===== src/rtl/core/gto_pkg.sv =====
// ============================================================================
// gto_pkg
// Shared sizes, status codes and command types for the graph traversal block.
// ============================================================================
package gto_pkg;

  localparam int unsigned NodesDefault = 64;
  localparam int unsigned LinksDefault = 512;
  localparam int unsigned NodeW = 6;

  localparam logic [1:0] StatusVisit = 2'd0;
  localparam logic [1:0] StatusAdded = 2'd1;
  localparam logic [1:0] StatusDrop  = 2'd2;

  localparam logic [1:0] ModeDepth   = 2'd0;
  localparam logic [1:0] ModeStack   = 2'd1;
  localparam logic [1:0] ModeBreadth = 2'd2;

  localparam logic KindEdge = 1'b0;
  localparam logic KindWalk = 1'b1;

  // Datapath operations issued by the controller.
  typedef enum logic [3:0] {
    OpNone,
    OpLoad,
    OpEdgeHead,
    OpEdgeWrite,
    OpEdgeLink,
    OpClearMarks,
    OpWalkStart,
    OpPop,
    OpHeadRead,
    OpLinkRead,
    OpLinkUse,
    OpDepthTop,
    OpEmitLoad
  } dp_op_t;

  typedef struct packed {
    dp_op_t op;
    logic   sel_b;
  } dp_cmd_t;

  typedef struct packed {
    logic kind;
    logic edge_ok;
    logic walk_ok;
    logic clear_done;
    logic cur_nil;
    logic take;
    logic link_ok;
    logic pend_empty;
    logic [1:0] mode;
  } dp_stat_t;

endpackage


===== src/rtl/core/gto_outbuf.sv =====
// ============================================================================
// gto_outbuf
// Result register: captures a released visit or an edge result when load is
// high and holds it on the output until the next load.
// ============================================================================
module gto_outbuf
  import gto_pkg::*;
(
  input  logic             clk,
  input  logic             rst_n,
  input  logic             load,
  input  logic [NodeW-1:0] node_in,
  input  logic [1:0]       status_in,
  output logic [NodeW-1:0] node_out,
  output logic [1:0]       status_out
);

  logic [NodeW-1:0] node_r;
  logic [1:0]       status_r;

  // Capture when the controller raises a transfer.
  always_ff @(posedge clk) begin
    if (!rst_n) begin
      status_r <= StatusVisit;
      node_r   <= '0;
    end else if (load) begin
      node_r   <= node_in;
      status_r <= status_in;
    end
  end

  assign node_out   = node_r;
  assign status_out = status_r;

endmodule


===== config.mk =====
export PLATFORM = sky130hd
export DESIGN_NAME = gto_outbuf
export DESIGN_NICKNAME = d
export VERILOG_FILES = /design/src/rtl/core/gto_pkg.sv /design/src/rtl/core/gto_outbuf.sv
export SDC_FILE = /design/constraint.sdc
export NUM_CORES = 1
export LEC_CHECK = 0
export BUFFER_PORTS_ARGS = -buffer_cell sky130_fd_sc_hd__buf_4
export CAP_MARGIN = 10
export CORE_AREA = 2 2 39 41
export DETAILED_ROUTE_END_ITERATION = 16
export DIE_AREA = 0 0 41 43
export PLACE_DENSITY_LB_ADDON = 0.12
export SKIP_CTS_REPAIR_TIMING = 1
export SYNTH_ARGS = -nofsm -noshare
export SYNTH_HDL_FRONTEND = slang
export SYNTH_SLANG_ARGS = --single-unit

===== constraint.sdc =====
create_clock -name clk -period 1.75 [get_ports clk]
set_clock_uncertainty 0.2 [all_clocks]
set_input_delay 0.2625 -clock clk [delete_from_list [all_inputs] [get_ports clk]]
set_output_delay 0.2625 -clock clk [all_outputs]
set_load 0.01 [all_outputs]

Word level (Yosys, flattened, before mapping):

Index checks and enable logic that the tools add are counted.

* flip-flop bits (word level): 8

Depth between registers and ports, before layout:

Gate-level depths: netlist (run 1).

* word-level depth: 0
* mapped depth: 3
* gate-level depth less buffers: 2

Least setup slack after synthesis (run 1):

Ideal clock, no wire load.

* kind: in2reg
* start: input port load
* end: register node_r[0] (netlist: node_out[0])
* stages on the path: 3
* setup time: 0.116 ns
* arrival time: 0.603 ns
* slack: 0.831 ns
* cell sequence: buf_6 mux2i_1 nor2b_1

RTL lines
* from (decl): RTL line gto_outbuf.sv:11 `input logic load,`
* to (signal assigned): RTL line gto_outbuf.sv:27 `node_r <= node_in;`
* to (decl): RTL line gto_outbuf.sv:18 `logic [NodeW-1:0] node_r;`

Worst setup path after layout (run 1):

* start: register node_r[3] (netlist: node_out[3])
* end: output port node_out[3]

RTL lines
* to (decl): RTL line gto_outbuf.sv:14 `output logic [NodeW-1:0] node_out,`

No word-level cell between the ends.

==> flow_metrics.tcl, run 1 <==
set metrics [dict create \
    outcome "finished clean" \
    tightest_slew_ns 0.147 \
    fin_ws_ns 0.580 \
    synth.top_cell.area_share_pct 53.1 \
    end_kind "primary output" \
    yosys_warnings 0 \
    ys_seq_area_share_pct 53.1 \
    drtAntennaViolNets 0 \
    ys_seq_elements 8 \
    cts_tree "done" \
    p_leak_nw 0.231 \
    cellPowerDensity_nw_per_um2 855 \
    worstPathMaxFanout 2 \
    setup_viol 0 \
    placementRows 14 \
    crit_slowest_cell "dfxtp_1" \
    drc_errors 0 \
    maxSlewViolCount 0 \
    clk_latency_ns 0.25 \
    cp.arrival_ns 0.71 \
    path_clk_slew_ns 0.05 \
    final_hold_viol_count 0 \
    utilization_pct 33.8 \
    grt_pass1_vias 254 \
    max_stage_delay_ns 0.34 \
    clk_path_buf_depth 2 \
    crit_type "flip-flop to primary output" \
    crit_buf_inv 1 \
    dieArea_um2 1760 \
    viasPerCell 4.00 \
    wirelength_um 688 \
    die_h_um 43 \
    grt_max_degree 9 \
    worstHoldStart "status_in[0]" \
    fill_cells 148 \
    startpoint_type "flip-flop" \
    yosys.area.top_type "dfxtp_1" \
    synth.distinct_cells 4 \
    htree_levels 1 \
    antenna_found_initial 0 \
    required_ns 1.29 \
    fmax_mhz 855 \
    nets 58 \
    syn_inst 25 \
    dp_slack_ns 0.705 \
    num_vias 244 \
    cts_sinks 8 \
    root_buffer "clkbuf_4" \
    totalNegativeSetupSlack_ns 0 \
    drv_cap 0 \
    start_util_pct 21.8 \
    area_growth_pct 55.2 \
    syn_nets 36 \
    antenna_cells 0 \
    gp_congestion 0.529 \
    hold_path.class "input pin to flip-flop" \
    maxSlewHeadroom_pct 90.0 \
    drt-pass1-iter-count 1 \
    grt_usage_pct 9.33 \
    cp_top_family "flip-flops" \
    vdd_ir_drop_max_mv 0.322 \
    drt_iter0_markers 0 \
    die_w_um 41 \
    hold_slack_ns 0.0735 \
    critPathLaunch "node_out[3]" \
    syn_avg_cell_area_um2 12.1 \
    fin_crit_sh_pct 66.9 \
    grt_pass1_wl_um 993 \
    grt-ovfl-total 0 \
    synth_area_leaders "dfxtp_1 (53%), mux2i_1 (27%), nor2b_1 (17%), buf_6 (3.7%)" \
    pin_count 19 \
    min_period_ns 1.17 \
    synth_area_um2 302 \
    post_drt_wl_per_cell_um 11.3 \
    rsz0062_at_grt "false" \
    coreArea_um2 1380 \
    portBuffers 18 \
    crit_chain "buf_4" \
    drive_above_1_share_pct 46.7 \
    r2r_start "node_out[2]" \
    cts_made_buffers 3 \
]
synth_stat cells, drive strengths merged:
library cell / number
mux2i: 8
dfxtp: 8
nor2b: 8
buf: 1
power by group:
group	switching [W]	internal, W	total (W)
Combinational	0.0000238	0.0000399	0.0000637
Clock	0.0000591	0.0000782	0.000137
Sequential	0.00000560	0.000193	0.000199
Total	0.0000885	0.000311	0.000400
final cells by class:
cell class / instances / area, um2 / share of cell area (%)
repair buffers: 18 / 135 / 28.9
multi-input cells: 16 / 130 / 27.8
flip-flops and latches: 8 / 160 / 34.2
clock buffers: 3 / 22.5 / 4.81
well taps: 16 / 20.0 / 4.28
sequential cells by signal, indices dropped and copies added (netlist names):
register and cells:
node_out 6, status_out 2
final timing paths:
| check | depth (start not counted) | endpoint | slack, ns |
|---|---|---|---|
| worst max-delay path | 1 | node_out[3] | 0.58 |
| worst min-delay path | 3 | status_out[0] | 0.07 |
| worst max register to register | 2 | node_out[2] | 0.93 |
| worst min register to register | 2 | node_out[5] | 0.32 |
layer usage:
layer  part of all wire [%]  track usage [%]
met5                      0                0
met4                    1.2             10.0
met3                     10             3.14
met2                     51             13.1
met1                     38             9.62
metrics by stage:
| step | power, W | area (um2) | instances |
|---|---|---|---|
| detailed placement | 0.000268 | 445 | 58 |
| CTS | 0.000413 | 468 | 61 |
| finish | 0.000400 | 468 | 61 |
| global route | 0.000428 | 468 | 61 |
| global placement | 0.000265 | 445 | 58 |
| floorplan | 0.000231 | 302 | 25 |
cell families (layout without fill, tap and decap cells):
logic type	Yosys count	count (layout)	share of synthesized area, %
multiplexers	8	8	26.6
flip-flops	8	8	53.1
AND/OR/NAND/NOR	8	8	16.6
buffers and inverters	1	21	3.73
cell usage in the layout, fill, tap and decap left out:
master and count:
dfxtp_1 8, buf_4 18, clkbuf_4 3, nor2b_1 8, mux2i_1 8
(Power assumes the default switching activity.)
==> inputs of run 2 (changes only) <==
--- a/config.mk
+++ b/config.mk
@@ -5,6 +5,7 @@
 export SDC_FILE = /design/constraint.sdc
 export NUM_CORES = 1
 export LEC_CHECK = 0
+export ABC_AREA = 1
 export BUFFER_PORTS_ARGS = -buffer_cell sky130_fd_sc_hd__buf_4
 export CAP_MARGIN = 10
 export CORE_AREA = 2 2 39 41
==> constraint.sdc (replaced) <==
create_clock -name clk -period 1.1 [get_ports clk]
set_clock_uncertainty 0.2 [all_clocks]
set_input_delay 0.165 -clock clk [delete_from_list [all_inputs] [get_ports clk]]
set_output_delay 0.165 -clock clk [all_outputs]
set_load 0.01 [all_outputs]
==> run 2 against run 1 <==
Against the previous run:
- the flow now finishes with violations (negative hold slack)
- hold slack worse by 0.078 ns
- register-to-register slack lost 0.58 ns
- synthesized cell count up 100%
- highest routed layer unchanged
- non-clock buffer count is the same
- sequential share of layout area fell by 1.7 points
==> flow_metrics.tcl, run 2 <==
set metrics [dict create \
    outcome "finished, violations left" \
    violations "negative hold slack" \
    crit_slowest_cell "dfxtp_1" \
    max_stage_delay_ns 0.33 \
    startpoint_type "flip-flop" \
    grt-ovfl-total 0 \
    multi_input_area_um2 125 \
    syn_nets 62 \
    drtAntennaViolNets 0 \
    synth_area_leaders "dfxtp_1 (45%), nor2_1 (17%), nand2_1 (15%), buf_8 (8.4%), inv_1 (8.4%)" \
    root_buffer "clkbuf_4" \
    p_leak_nw 0.287 \
    grt_usage_pct 8.15 \
    coreArea_um2 1380 \
    num_vias 323 \
    drv_cap 0 \
    clk_latency_ns 0.25 \
    fin_crit_sh_pct 97.1 \
    path_clk_slew_ns 0.05 \
    cts_tree "done" \
    tightest_slew_ns 0.163 \
    ys_seq_area_share_pct 44.9 \
    cp.arrival_ns 0.70 \
    utilization_pct 35.6 \
    setup_viol 0 \
    antenna_cells 0 \
    ys.flop_type "dfxtp_1" \
    ys_seq_elements 8 \
    dieArea_um2 1760 \
    placementRows 14 \
    pin_count 19 \
    yosys_warnings 0 \
    largest_reg_flops 6 \
    maxSlewHeadroom_pct 89.1 \
    fin_area_um2 493 \
    cts_sinks 8 \
    post_drt_wl_per_cell_um 7.48 \
    area_growth_pct 38.2 \
    htree_levels 1 \
    cellPowerDensity_nw_per_um2 1320 \
    nets 82 \
    synth.top_cell.area_share_pct 44.9 \
    syn_avg_cell_area_um2 6.99 \
    cp_num_cells 1 \
    rsz0062_at_grt "false" \
    totalNegativeSetupSlack_ns 0 \
    drc_errors 0 \
    syn_inst 51 \
    reg2reg_depth 2 \
    synth_common_cells "nor2_1 (16), nand2_1 (14), dfxtp_1 (8), inv_1 (8)" \
    yosysMostFrequentCell "nor2_1" \
    synth_area_um2 357 \
    vdd_ir_drop_max_mv 0.465 \
    fmax_mhz 936 \
    required_ns 0.73 \
    yosys.area.top_type "dfxtp_1" \
    worstPathMaxFanout 2 \
    die_h_um 43 \
    placed_area_um2 470 \
    viasPerCell 3.80 \
    crit_chain "buf_4" \
    maxSlewViolCount 0 \
    grt_pass1_vias 236 \
    crit_type "flip-flop to primary output" \
    drive_above_1_share_pct 33.3 \
    synth-edff-count 0 \
    seqCellArea_um2 160 \
    min_period_ns 1.07 \
    final_cell_mix "buf_4 (18), nor2_1 (16), nand2_1 (14), inv_1 (8), dfxtp_1 (8)" \
    drt-pass1-iter-count 2 \
    dpl.hpwl_um 470 \
    gp_congestion 0.565 \
    drt_iter0_markers 8 \
    final_hold_viol_count 6 \
    clk_path_buf_depth 2 \
    start_util_pct 25.8 \
    fill_cells 159 \
    grt_pass1_wl_um 917 \
    portBuffers 18 \
    cts_made_buffers 3 \
    hold_path.class "input pin to flip-flop" \
    hold_depth 3 \
    end_kind "primary output" \
    crit_buf_inv 1 \
    wirelength_um 636 \
    cp_top_family "flip-flops" \
    grt_max_degree 17 \
    async_flop_share_pct 0 \
    hold_slack_ns -0.00434 \
    die_w_um 41 \
    antenna_found_initial 0 \
    layout.cells.most_common "buf_4" \
    synth.distinct_cells 7 \
]
-- run 2: cell types whose count changed in the layout (fill, tap and decap cells not counted), sizes merged --
cell   delta
nand2    +16
inv       +8
mux2i     -8
nor2     +16
nor2b     -8
-- run 2: path summary, 6_finish.rpt --
| check | endpoint | slack [ns] | from |
|---|---|---|---|
| max reg2reg | node_out[3] | 0.35 | node_out[3] |
| min reg2reg | node_out[1] | 0.27 | node_out[1] |
| min | node_out[3] | -0.004 | rst_n |
| max | status_out[1] | 0.03 | status_out[1] |
-- run 2: where the power goes --
| group | internal, W | switching (W) | total, W |
|---|---|---|---|
| Combinational | 0.0000636 | 0.0000517 | 0.000115 |
| Sequential | 0.000311 | 0.0000102 | 0.000321 |
| Clock | 0.000124 | 0.0000926 | 0.000217 |
-- run 2: routing by layer --
layer  vias to the layer above  track usage (%)  wire (um)
met5                         -                0          0
met4                         0             10.0         19
met3                         2             1.57         49
met2                        11             9.06        266
met1                       130             11.0        300
li1                        180                -          -
-- run 2: layout make-up --
class	count	share of cell area (%)
multi-input combinational	32	25.4
sequential	8	32.5
tap	16	4.06
clock buffer	3	4.57
inverter	8	6.09
timing repair buffer	18	27.4
-- run 2: cell families after synthesis --
family        Yosys count  share of synthesized area [%]
buf+inv                11                           20.0
flops                   8                           44.9
simple gates           32                           35.1
-- run 2: worst reg2reg max path, delay by kind of cell, from the launching register on --
kind | cells | cell delay (ns)
simple gates | 2 | 0.14
flops | 1 | 0.31
-- run 2: stage by stage --
stage / setup slack [ns] / power, W / cells
floorplan: 0.259 / 0.000395 / 51
global placement: 0.276 / 0.000444 / 82
detailed placement: 0.266 / 0.000445 / 82
finish: 0.0318 / 0.000653 / 85
CTS: 0.0205 / 0.000667 / 85
global route: 0.00423 / 0.000689 / 85
