[src/rtl/core/gto_pkg.sv]
// ============================================================================
// gto_pkg
// Shared sizes, status codes and command types for the graph traversal block.
// ============================================================================
package gto_pkg;

  localparam int unsigned NodesDefault = 64;
  localparam int unsigned LinksDefault = 512;
  localparam int unsigned NodeW = 6;

  localparam logic [1:0] StatusVisit = 2'd0;
  localparam logic [1:0] StatusAdded = 2'd1;
  localparam logic [1:0] StatusDrop  = 2'd2;

  localparam logic [1:0] ModeDepth   = 2'd0;
  localparam logic [1:0] ModeStack   = 2'd1;
  localparam logic [1:0] ModeBreadth = 2'd2;

  localparam logic KindEdge = 1'b0;
  localparam logic KindWalk = 1'b1;

  // Datapath operations issued by the controller.
  typedef enum logic [3:0] {
    OpNone,
    OpLoad,
    OpEdgeHead,
    OpEdgeWrite,
    OpEdgeLink,
    OpClearMarks,
    OpWalkStart,
    OpPop,
    OpHeadRead,
    OpLinkRead,
    OpLinkUse,
    OpDepthTop,
    OpEmitLoad
  } dp_op_t;

  typedef struct packed {
    dp_op_t op;
    logic   sel_b;
  } dp_cmd_t;

  typedef struct packed {
    logic kind;
    logic edge_ok;
    logic walk_ok;
    logic clear_done;
    logic cur_nil;
    logic take;
    logic link_ok;
    logic pend_empty;
    logic [1:0] mode;
  } dp_stat_t;

endpackage

[src/rtl/core/gto_ctrl.sv]
// ============================================================================
// gto_ctrl
// Sequencer for edge insertion and the three walk orders.
// ============================================================================
module gto_ctrl
  import gto_pkg::*;
(
  input  logic     clk,
  input  logic     rst_n,
  input  logic     in_valid,
  output logic     in_ready,
  output logic     out_valid,
  input  logic     out_ready,
  output logic     out_last,
  output logic     out_load,
  output dp_cmd_t  cmd,
  input  dp_stat_t stat
);

  typedef enum logic [4:0] {
    S_IDLE, S_LOAD, S_DEC, S_EH_A, S_EW_A, S_EL_A, S_EH_B, S_EW_B, S_EL_B,
    S_EDGE_OUT, S_CLEAR, S_DSTART, S_DHEAD, S_DTOP, S_DREAD, S_DUSE, S_DPOP,
    S_SPOP, S_SEMIT, S_SHEAD, S_SREAD, S_SUSE, S_HOLD, S_DONE
  } state_t;

  // A visit is held back until the next one is known so that the last
  // visit can be flagged. Each released visit is copied into the result
  // register in the cycle that out_load is high.
  state_t state_r, state_nxt, ret_r, ret_nxt;
  logic   have_r, have_nxt, ov_r, ov_nxt, last_r, last_nxt;
  dp_op_t op;
  logic   selb;

  assign in_ready  = (state_r == S_IDLE) && !ov_r;
  assign out_valid = ov_r;
  assign out_last  = last_r;
  assign cmd.op    = op;
  assign cmd.sel_b = selb;

  always_comb begin
    state_nxt = state_r;
    ret_nxt   = ret_r;
    have_nxt  = have_r;
    ov_nxt    = ov_r;
    last_nxt  = last_r;
    op        = OpNone;
    selb      = 1'b0;
    out_load  = 1'b0;
    if (ov_r && out_ready) ov_nxt = 1'b0;
    unique case (state_r)
      S_IDLE: if (in_valid && in_ready) begin
        op = OpLoad;
        state_nxt = S_DEC;
      end
      S_LOAD: state_nxt = S_DEC;
      S_DEC: begin
        if (stat.kind == KindEdge) begin
          state_nxt = stat.edge_ok ? S_EH_A : S_EDGE_OUT;
          op = OpEdgeHead;
        end else if (!stat.walk_ok) state_nxt = S_IDLE;
        else state_nxt = S_CLEAR;
      end
      S_EH_A: begin op = OpEdgeWrite; state_nxt = S_EL_A; end
      S_EL_A: begin op = OpEdgeLink;  state_nxt = S_EH_B; end
      S_EH_B: begin selb = 1'b1; state_nxt = S_EW_B; end
      S_EW_B: begin selb = 1'b1; op = OpEdgeWrite; state_nxt = S_EL_B; end
      S_EL_B: begin selb = 1'b1; op = OpEdgeLink;  state_nxt = S_EDGE_OUT; end
      S_EDGE_OUT: if (!ov_r) begin
        out_load = 1'b1; ov_nxt = 1'b1; last_nxt = 1'b1; state_nxt = S_IDLE;
      end
      S_CLEAR: begin
        op = OpClearMarks;
        state_nxt = S_DSTART;
      end
      S_DSTART: begin
        op = OpWalkStart;
        have_nxt = 1'b0;
        if (stat.mode == ModeStack || stat.mode == ModeBreadth) state_nxt = S_SPOP;
        else begin have_nxt = 1'b1; state_nxt = S_DHEAD; end
      end
      // Depth-first preorder: cursor per stack level.
      S_DHEAD: begin op = OpHeadRead; state_nxt = S_DTOP; end
      S_DTOP: begin
        if (stat.pend_empty) state_nxt = S_DONE;
        else begin op = OpDepthTop; state_nxt = S_DREAD; end
      end
      S_DREAD: begin
        if (stat.cur_nil) state_nxt = S_DPOP;
        else begin op = OpLinkRead; state_nxt = S_DUSE; end
      end
      S_DUSE: if (!ov_r || out_ready) begin
        // A new visit replaces the held one, which goes out now.
        if (have_r && stat.link_ok) begin
          out_load = 1'b1; ov_nxt = 1'b1; last_nxt = 1'b0;
        end
        op = OpLinkUse;
        state_nxt = S_HOLD;
        ret_nxt = S_DHEAD;
      end
      S_DPOP: begin op = OpPop; state_nxt = S_DTOP; end
      // Stack and breadth-first orders.
      S_SPOP: begin
        if (stat.pend_empty) state_nxt = S_DONE;
        else if (!have_r || !ov_r || out_ready) begin
          if (have_r) begin out_load = 1'b1; ov_nxt = 1'b1; last_nxt = 1'b0; end
          op = OpPop; state_nxt = S_SEMIT;
        end
      end
      S_SEMIT: begin op = OpEmitLoad; have_nxt = 1'b1; state_nxt = S_SHEAD; end
      S_SHEAD: begin op = OpHeadRead; state_nxt = S_SREAD; end
      S_SREAD: begin
        if (stat.cur_nil) state_nxt = S_SPOP;
        else begin op = OpLinkRead; state_nxt = S_SUSE; end
      end
      S_SUSE: begin op = OpLinkUse; state_nxt = S_SREAD; end
      S_HOLD: state_nxt = stat.take ? ret_r : S_DREAD;
      S_DONE: if (!ov_r) begin
        out_load = 1'b1; ov_nxt = 1'b1; last_nxt = 1'b1; state_nxt = S_IDLE;
      end
      default: state_nxt = S_IDLE;
    endcase
  end

  always_ff @(posedge clk) begin
    if (!rst_n) begin
      state_r <= S_IDLE;
      ret_r   <= S_IDLE;
      have_r  <= 1'b0;
      ov_r    <= 1'b0;
      last_r  <= 1'b0;
    end else begin
      state_r <= state_nxt;
      ret_r   <= ret_nxt;
      have_r  <= have_nxt;
      ov_r    <= ov_nxt;
      last_r  <= last_nxt;
    end
  end

endmodule

[config.mk]
export PLATFORM = sky130hd
export DESIGN_NAME = gto_ctrl
export DESIGN_NICKNAME = d
export VERILOG_FILES = /design/src/rtl/core/gto_pkg.sv /design/src/rtl/core/gto_ctrl.sv
export SDC_FILE = /design/constraint.sdc
export NUM_CORES = 1
export LEC_CHECK = 0
export BUFFER_PORTS_ARGS = -buffer_cell sky130_fd_sc_hd__buf_2
export CAP_MARGIN = 20
export CORE_MARGIN = 2
export CORE_UTILIZATION = 55
export CTS_CLUSTER_DIAMETER = 60
export CTS_CLUSTER_SIZE = 40
export DETAILED_ROUTE_END_ITERATION = 6
export GPL_TIMING_DRIVEN = 1
export PLACE_DENSITY_LB_ADDON = 0.1
export SLEW_MARGIN = 20
export SYNTH_ARGS = -nofsm -noshare
export SYNTH_HDL_FRONTEND = slang
export SYNTH_SLANG_ARGS = --single-unit
export TNS_END_PERCENT = 10
[constraint.sdc]
create_clock -name clk -period 2.25 [get_ports clk]
set_input_delay 0.45 -clock clk [delete_from_list [all_inputs] [get_ports clk]]
set_output_delay 0.45 -clock clk [all_outputs]
set_load 0.05 [all_outputs]
# == Word level (Yosys, flattened, before mapping) ==
# Cells that the tools add are included.
# W data, S select, Z words.
# word_totals
ff_bits,9
input_bits,14
output_inout_bits,9
word_cells,108
# classes
n_eq_ne,32
n_mux,47
reduce_logical,24
# ops
operator,n
$pmux W5 S20,1
$pmux W4 S14,1
$eq A5 B4 Y1 const B,8
$eq A5 B5 Y1 const B,8
$mux W5,8
$mux W4,7
$mux W1,22
$eq A5 B3 Y1 const B,3
$reduce_or A2 Y1,7
$ne A2 B2 Y1 const B,6
$eq A5 B2 Y1 const B,2
$mux W3,3
$pmux W1 S3,3
$reduce_and A7 Y1,1
$eq A5 B1 Y1 const B,1
$logic_not A5 Y1,1
$logic_and A1 B1 Y1,4
$logic_or A1 B1 Y1,4
$reduce_and A4 Y1,1
$ne A3 B3 Y1 const B,1
$reduce_bool A3 Y1,1
$reduce_or A3 Y1,1
$eq A2 B1 Y1 const B,1
$eq A2 B2 Y1 const B,1
6 further kinds,7

# == Depth between registers and ports, before layout ==
# Gate-level depths: netlist (run 1).
# logic_depth
ltp_word,6
mapped_depth,8

# == Worst setup path after synthesis (run 1) ==
# OpenSTA, ideal clock, no wires.
# synth_timing
path_type,register -> output
start,register state_r[1]
end,output port cmd[4] (netlist name)
arrival_time_ns,2.529
required_ns,1.800
setup_slack_ns,-0.729
path_stages_with_launch,5
path_buffers,2
path_cell_list,dfxtp_1 > buf_2 > buf_2 > inv_2 > o41ai_1
# synth_lines
item,line,rtl
start: declaration,gto_ctrl.sv:29,"state_t state_r, state_nxt, ret_r, ret_nxt;"
start signal: assignment,gto_ctrl.sv:132,state_r <= state_nxt;
end: declaration,gto_ctrl.sv:16,"output dp_cmd_t cmd,"

==> metrics.txt, run 1 <==
status=finished, violations left; failing checks=negative setup slack; Setup Skew=1.90 ps; Post-Place Setup Slack=30.9 ps; reg2reg path depth=6; Post-synth EDFFs=0; drt pass-1 iters=5; Avg Cell Area, Syn=6.94 um2; chip height=51 um; Synth Flop Type=dfxtp_1; clock period minus worst slack=2260 ps; ANT nets after route=0; top-area cell type share of the netlist area=14.8%; most frequent cell after synthesis=nor2_1; Hold Vio Cnt, Final=0; CP startpoint kind=flop; Filler Cells Inserted=172; Worst Hold Launch=rst_n; final net count=224; Crit. End Element=primary output; Syn. warnings=0; core region area=0.00215 mm2; Rows=17; largest net degree at the start of global routing=18; flop2flop setup slack=290 ps; ranking of synthesized cells by area=dfxtp_1, nor2_1, nor2b_1; total grt overflow=0; # DRC=0; drt total wl=4070 um; PwrDens=1020 mW/mm2; hold crit path type=input pin to flop; Slew @ Worst Pin=339 ps; Worst EP arrival=1810 ps; DR WL/cell=17.2 um; Clock transition at path regs=70 ps; Root Driver=clkbuf_4; die width=51 um; CP Class=flop to primary output; reg2reg start=state_r[0]$_SDFFE_PN0P_; Seq/Total Area, Yosys=14.8%; gp weighted congestion=0.949; Cell Area, Synth=0.00121 mm2; ratio of cells with drive above 1 in the final layout=33.5%; synth-to-layout area growth=30.3%; initial antenna violation count=0; total track usage=32.0%; H-tree Lvls=1; slowest stage delay, CP=390 ps; Leak=0.640 nW; CTS tree=built; vias in the first global route=1,396; post-DP HPWL=2930 um; Hold Crit Depth=2; CTS sink cnt=9; Synth cell types=56; first-pass GRT wire length=6480 um; Worst Setup SP=state_r[4]$_SDFFE_PN0P_; RSZ-0062 raised after global routing=yes; register bit total from synthesis=9; Starting DRT DRC Count=115; Slew Limit Fails=0; detail-routed via count per cell=6.58; async set-reset flop share out of synthesis=0%; Max Buffers Root-to-Sink=2; PortBufs=21; Syn Inst Count=175; leading area contributor after synthesis=dfxtp_1; Tcrit/Tclk final=100%; final setup fails=1; crit path max fanout=11; f_max=442 MHz; Slew HR=77.2%; Max Cap Viol=0; Synth Net Count=189; worst skew pair latency=260 ps; Cell Chain, Critical Path=buf_6 -> nand2b_1 -> or3_1 -> o211ai_1 -> a31oi_1 -> o41ai_2 -> buf_4; Max IR drop VDD=0.708 mV; Synth top cells by count=nor2_1, nand2_1, buf_2, nor2b_1; Crit-path slowest cell=dfxtp_2; total number of vias=1,560; I/O pins=23; die area=0.00260 mm2; antenna diode count=0; setup ws final=-10.6 ps; starting density of the core=56.6%; clock buffers created by TritonCTS=3; Final Util=73.7%; required time of the critical path=1800 ps
[cell type report]
class | instances | area, um2 | share of cell area [%]
multi-input cells | 145 | 983 | 62.1
repair buffers | 48 | 333 | 21.0
flip-flops and latches | 9 | 194 | 12.3
well taps | 28 | 35.0 | 2.21
clock buffers | 4 | 26.3 | 1.66
inverters | 3 | 11.3 | 0.711
[stage by stage]
| stage | setup TNS [ps] | area, um2 | power, W | cells | hold WS [ps] |
|---|---|---|---|---|---|
| 3_3_place_gp | 0 | 1430 | 0.00128 | 227 | 453 |
| 3_5_place_dp | 0 | 1430 | 0.00131 | 227 | 510 |
| 2_1_floorplan | -646 | 1230 | 0.00103 | 175 | 441 |
| 4_1_cts | -8.94 | 1490 | 0.00148 | 231 | 492 |
| 5_1_grt | -104 | 1580 | 0.00170 | 237 | 498 |
| 6_report | -10.6 | 1580 | 0.00161 | 237 | 486 |
[path summary, 6_finish.rpt]
path,endpoint
worst max-delay path,cmd[4]
worst min register to register,ret_r[2]$_SDFFE_PN0P_
worst max register to register,state_r[2]$_SDFFE_PN0P_
worst min-delay path,state_r[0]$_SDFFE_PN0P_
[cells by family (layout without fill, tap and decap cells)]
family          count (synthesis)  count (layout)  synth area share (%)
mux                             2               2                  1.65
xor+xnor                        2               2                  1.44
compound gates                 62              62                  36.5
simple gates                   79              79                  36.6
buf+inv                        21              55                  9.06
flops                           9               9                  14.8
[cells in the final DEF (no fill, tap or decap), drive strengths merged, types with 3 or more instances in the layout]
cell | synthesis | routed
nor2b | 10 | 10
a22oi | 3 | 3
nand4 | 3 | 3
nand3 | 5 | 5
o2111ai | 3 | 3
clkbuf | 3 | 5
buf | 15 | 47
a21oi | 9 | 9
nor3 | 6 | 6
inv | 3 | 3
nand2b | 6 | 6
o211ai | 3 | 3
nand2 | 12 | 12
o32ai | 3 | 3
o22ai | 3 | 3
dfxtp | 9 | 9
and2 | 4 | 4
nor2 | 17 | 17
a31oi | 4 | 4
o21ai | 14 | 14
nor4b | 3 | 3
[sequential cells by signal, indices dropped and copies added (netlist names)]
register and flops:
have_r 1, state_r 5, ret_r 1, out_last 1, out_valid 1
[worst max-delay path: cells and delay by family, from the launching register on]
| kind | cells | cell delay [ps] |
|---|---|---|
| DFF | 1 | 390 |
| and+or+nand+nor | 2 | 470 |
| buffers and inverters | 2 | 410 |
| AOI/OAI and AO/OA | 3 | 270 |
[metal layers]
layer	vias to the layer above	GRT usage [%]	part of all wire, %
met5	-	0	0
met4	0	15.3	2.2
met3	16	1.46	7.5
met2	78	55.2	49
met1	735	40.6	41
li1	731	-	-
[report_power, final]
part	internal, W	total (W)	switching [W]
registers	0.000201	0.000285	0.0000840
logic	0.000470	0.00119	0.000719
clock network	0.0000685	0.000134	0.0000654
[repair_timing]
action                     in CTS  in global routing
pin swaps                       2                  1
setup endpoints to repair       6                  5
buffers inserted                0                  6
hold buffers                    0                  0
resized for setup              12                 14
No activity file was read; power rests on OpenSTA's default activity.
==> run 2, diff against run 1 <==
--- a/config.mk
+++ b/config.mk
@@ -6,14 +6,14 @@
 export NUM_CORES = 1
 export LEC_CHECK = 0
 export BUFFER_PORTS_ARGS = -buffer_cell sky130_fd_sc_hd__buf_2
-export CAP_MARGIN = 20
+export CAP_MARGIN = 15
 export CORE_MARGIN = 2
 export CORE_UTILIZATION = 55
 export CTS_CLUSTER_DIAMETER = 60
 export CTS_CLUSTER_SIZE = 40
 export DETAILED_ROUTE_END_ITERATION = 6
 export GPL_TIMING_DRIVEN = 1
-export PLACE_DENSITY_LB_ADDON = 0.1
+export PLACE_DENSITY = 0.76
 export SLEW_MARGIN = 20
 export SYNTH_ARGS = -nofsm -noshare
 export SYNTH_HDL_FRONTEND = slang
==> metrics.txt, run 2 (synthesis gave the netlist of run 1 again) <==
die width=51 um; hold crit path type=flop to flop; die area=0.00260 mm2; ANT nets after route=0; DR WL/cell=16.8 um; CP Class=flop to primary output; final setup fails=0; total number of vias=1,530; placed cell area=0.00145 mm2; max reg flops=5; most common cell after layout, fill and taps aside=buf_4; Hold Worst Slack=483 ps; Non-Filler Instances=236; largest net degree at the start of global routing=16; crit path max fanout=10; required time of the critical path=1800 ps; ratio of cells with drive above 1 in the final layout=33.7%; Max Cap Viol=0; Fin Setup TNS=0 ps; Max IR drop VDD=0.667 mV; gp weighted congestion=0.966; Clock transition at path regs=60 ps; CP startpoint kind=flop; Slew @ Worst Pin=299 ps; chip height=51 um; Rows=17; Leak=0.635 nW; core region area=0.00215 mm2; CTS sink cnt=9; detail-routed via count per cell=6.48; status=finished, final reports clean; total power=0.00158 W; I/O pins=23; post-DP HPWL=2910 um; Hold Vio Cnt, Final=0; placed cells=230; Crit. End Element=primary output; final net count=223; # DRC=0; register name with the most flops=state_r; total track usage=32.3%; total grt overflow=0; Max Buffers Root-to-Sink=2; Setup Skew=3.24 ps; drt pass-1 iters=4; drt total wl=3970 um; H-tree Lvls=1; antenna diode count=0; f_max=454 MHz; vias in the first global route=1,480; Filler Cells Inserted=181; initial antenna violation count=0; Root Driver=clkbuf_4; Slew HR=80.1%; most frequent cells in the layout=buf_4, buf_2, nor2_1, nand2_1, nor2b_1; Worst EP arrival=1760 ps; first-pass GRT wire length=6540 um; clock period minus worst slack=2210 ps; worst skew pair latency=260 ps; final instance area=0.00157 mm2; PortBufs=21; starting density of the core=56.6%; Slew Limit Fails=0; Tcrit/Tclk final=98.0%; synth-to-layout area growth=29.2%; Starting DRT DRC Count=68; CTS tree=built; clock buffers created by TritonCTS=3; PwrDens=1010 mW/mm2; RSZ-0062 raised after global routing=yes; hold_buf cts=0
==> run 2: repair_timing <==
action / CTS / global route
pin swaps: 1 / 0
resized for setup: 11 / 12
setup endpoints to repair: 5 / 5
buffers inserted: 1 / 1
==> run 2: report_power, final <==
| part | internal, W | switching (W) |
|---|---|---|
| Sequential | 0.000201 | 0.0000877 |
| Combinational | 0.000468 | 0.000704 |
| Clock | 0.0000681 | 0.0000521 |
| Total | 0.000737 | 0.000844 |
==> run 2: cell type report <==
cell class / count / area (um2) / share of cell area (%)
clock buffers: 4 / 26.3 / 1.67
inverters: 3 / 11.3 / 0.717
multi-input cells: 145 / 985 / 62.7
flip-flops and latches: 9 / 195 / 12.4
well taps: 28 / 35.0 / 2.23
repair buffers: 47 / 318 / 20.2
==> run 2: worst max-delay path, cell delays in order, from the launching register on <==
cell	delay [ps]
dfxtp_4	380
buf_6	140
nand2b_4	140
or3_1	310
o211ai_1	130
a31oi_1	90
o41ai_2	60
buf_4	240
==> run 2: routing by layer <==
layer  share of wire (%)  global-route usage (%)  vias up
li1                    -                       -      726
met5                   0                       0        -
met4                 4.3                    19.8        0
met2                  47                    52.8       77
met1                  42                    40.4      705
met3                 7.1                    3.51       22
==> run 2: path summary, 6_finish.rpt <==
check / end / depth (start not counted) / start / slack [ps]
max: cmd[4] / 7 / state_r[1]$_SDFFE_PN0P_ / 40
min: ret_r[2]$_SDFFE_PN0P_ / 1 / ret_r[2]$_SDFFE_PN0P_ / 480
max reg2reg: state_r[2]$_SDFFE_PN0P_ / 6 / state_r[2]$_SDFFE_PN0P_ / 320
min reg2reg: ret_r[2]$_SDFFE_PN0P_ / 1 / ret_r[2]$_SDFFE_PN0P_ / 480
==> run 2: per-stage QoR <==
| stage | worst slack (ps) | util (%) |
|---|---|---|
| after floorplan | -388 | - |
| after global placement | 91.9 | 67.6 |
| after detailed placement | 32.5 | 67.6 |
| after CTS | -8.25 | 70.5 |
| after global routing | -26.8 | 73.1 |
| final | 44.9 | 73.1 |
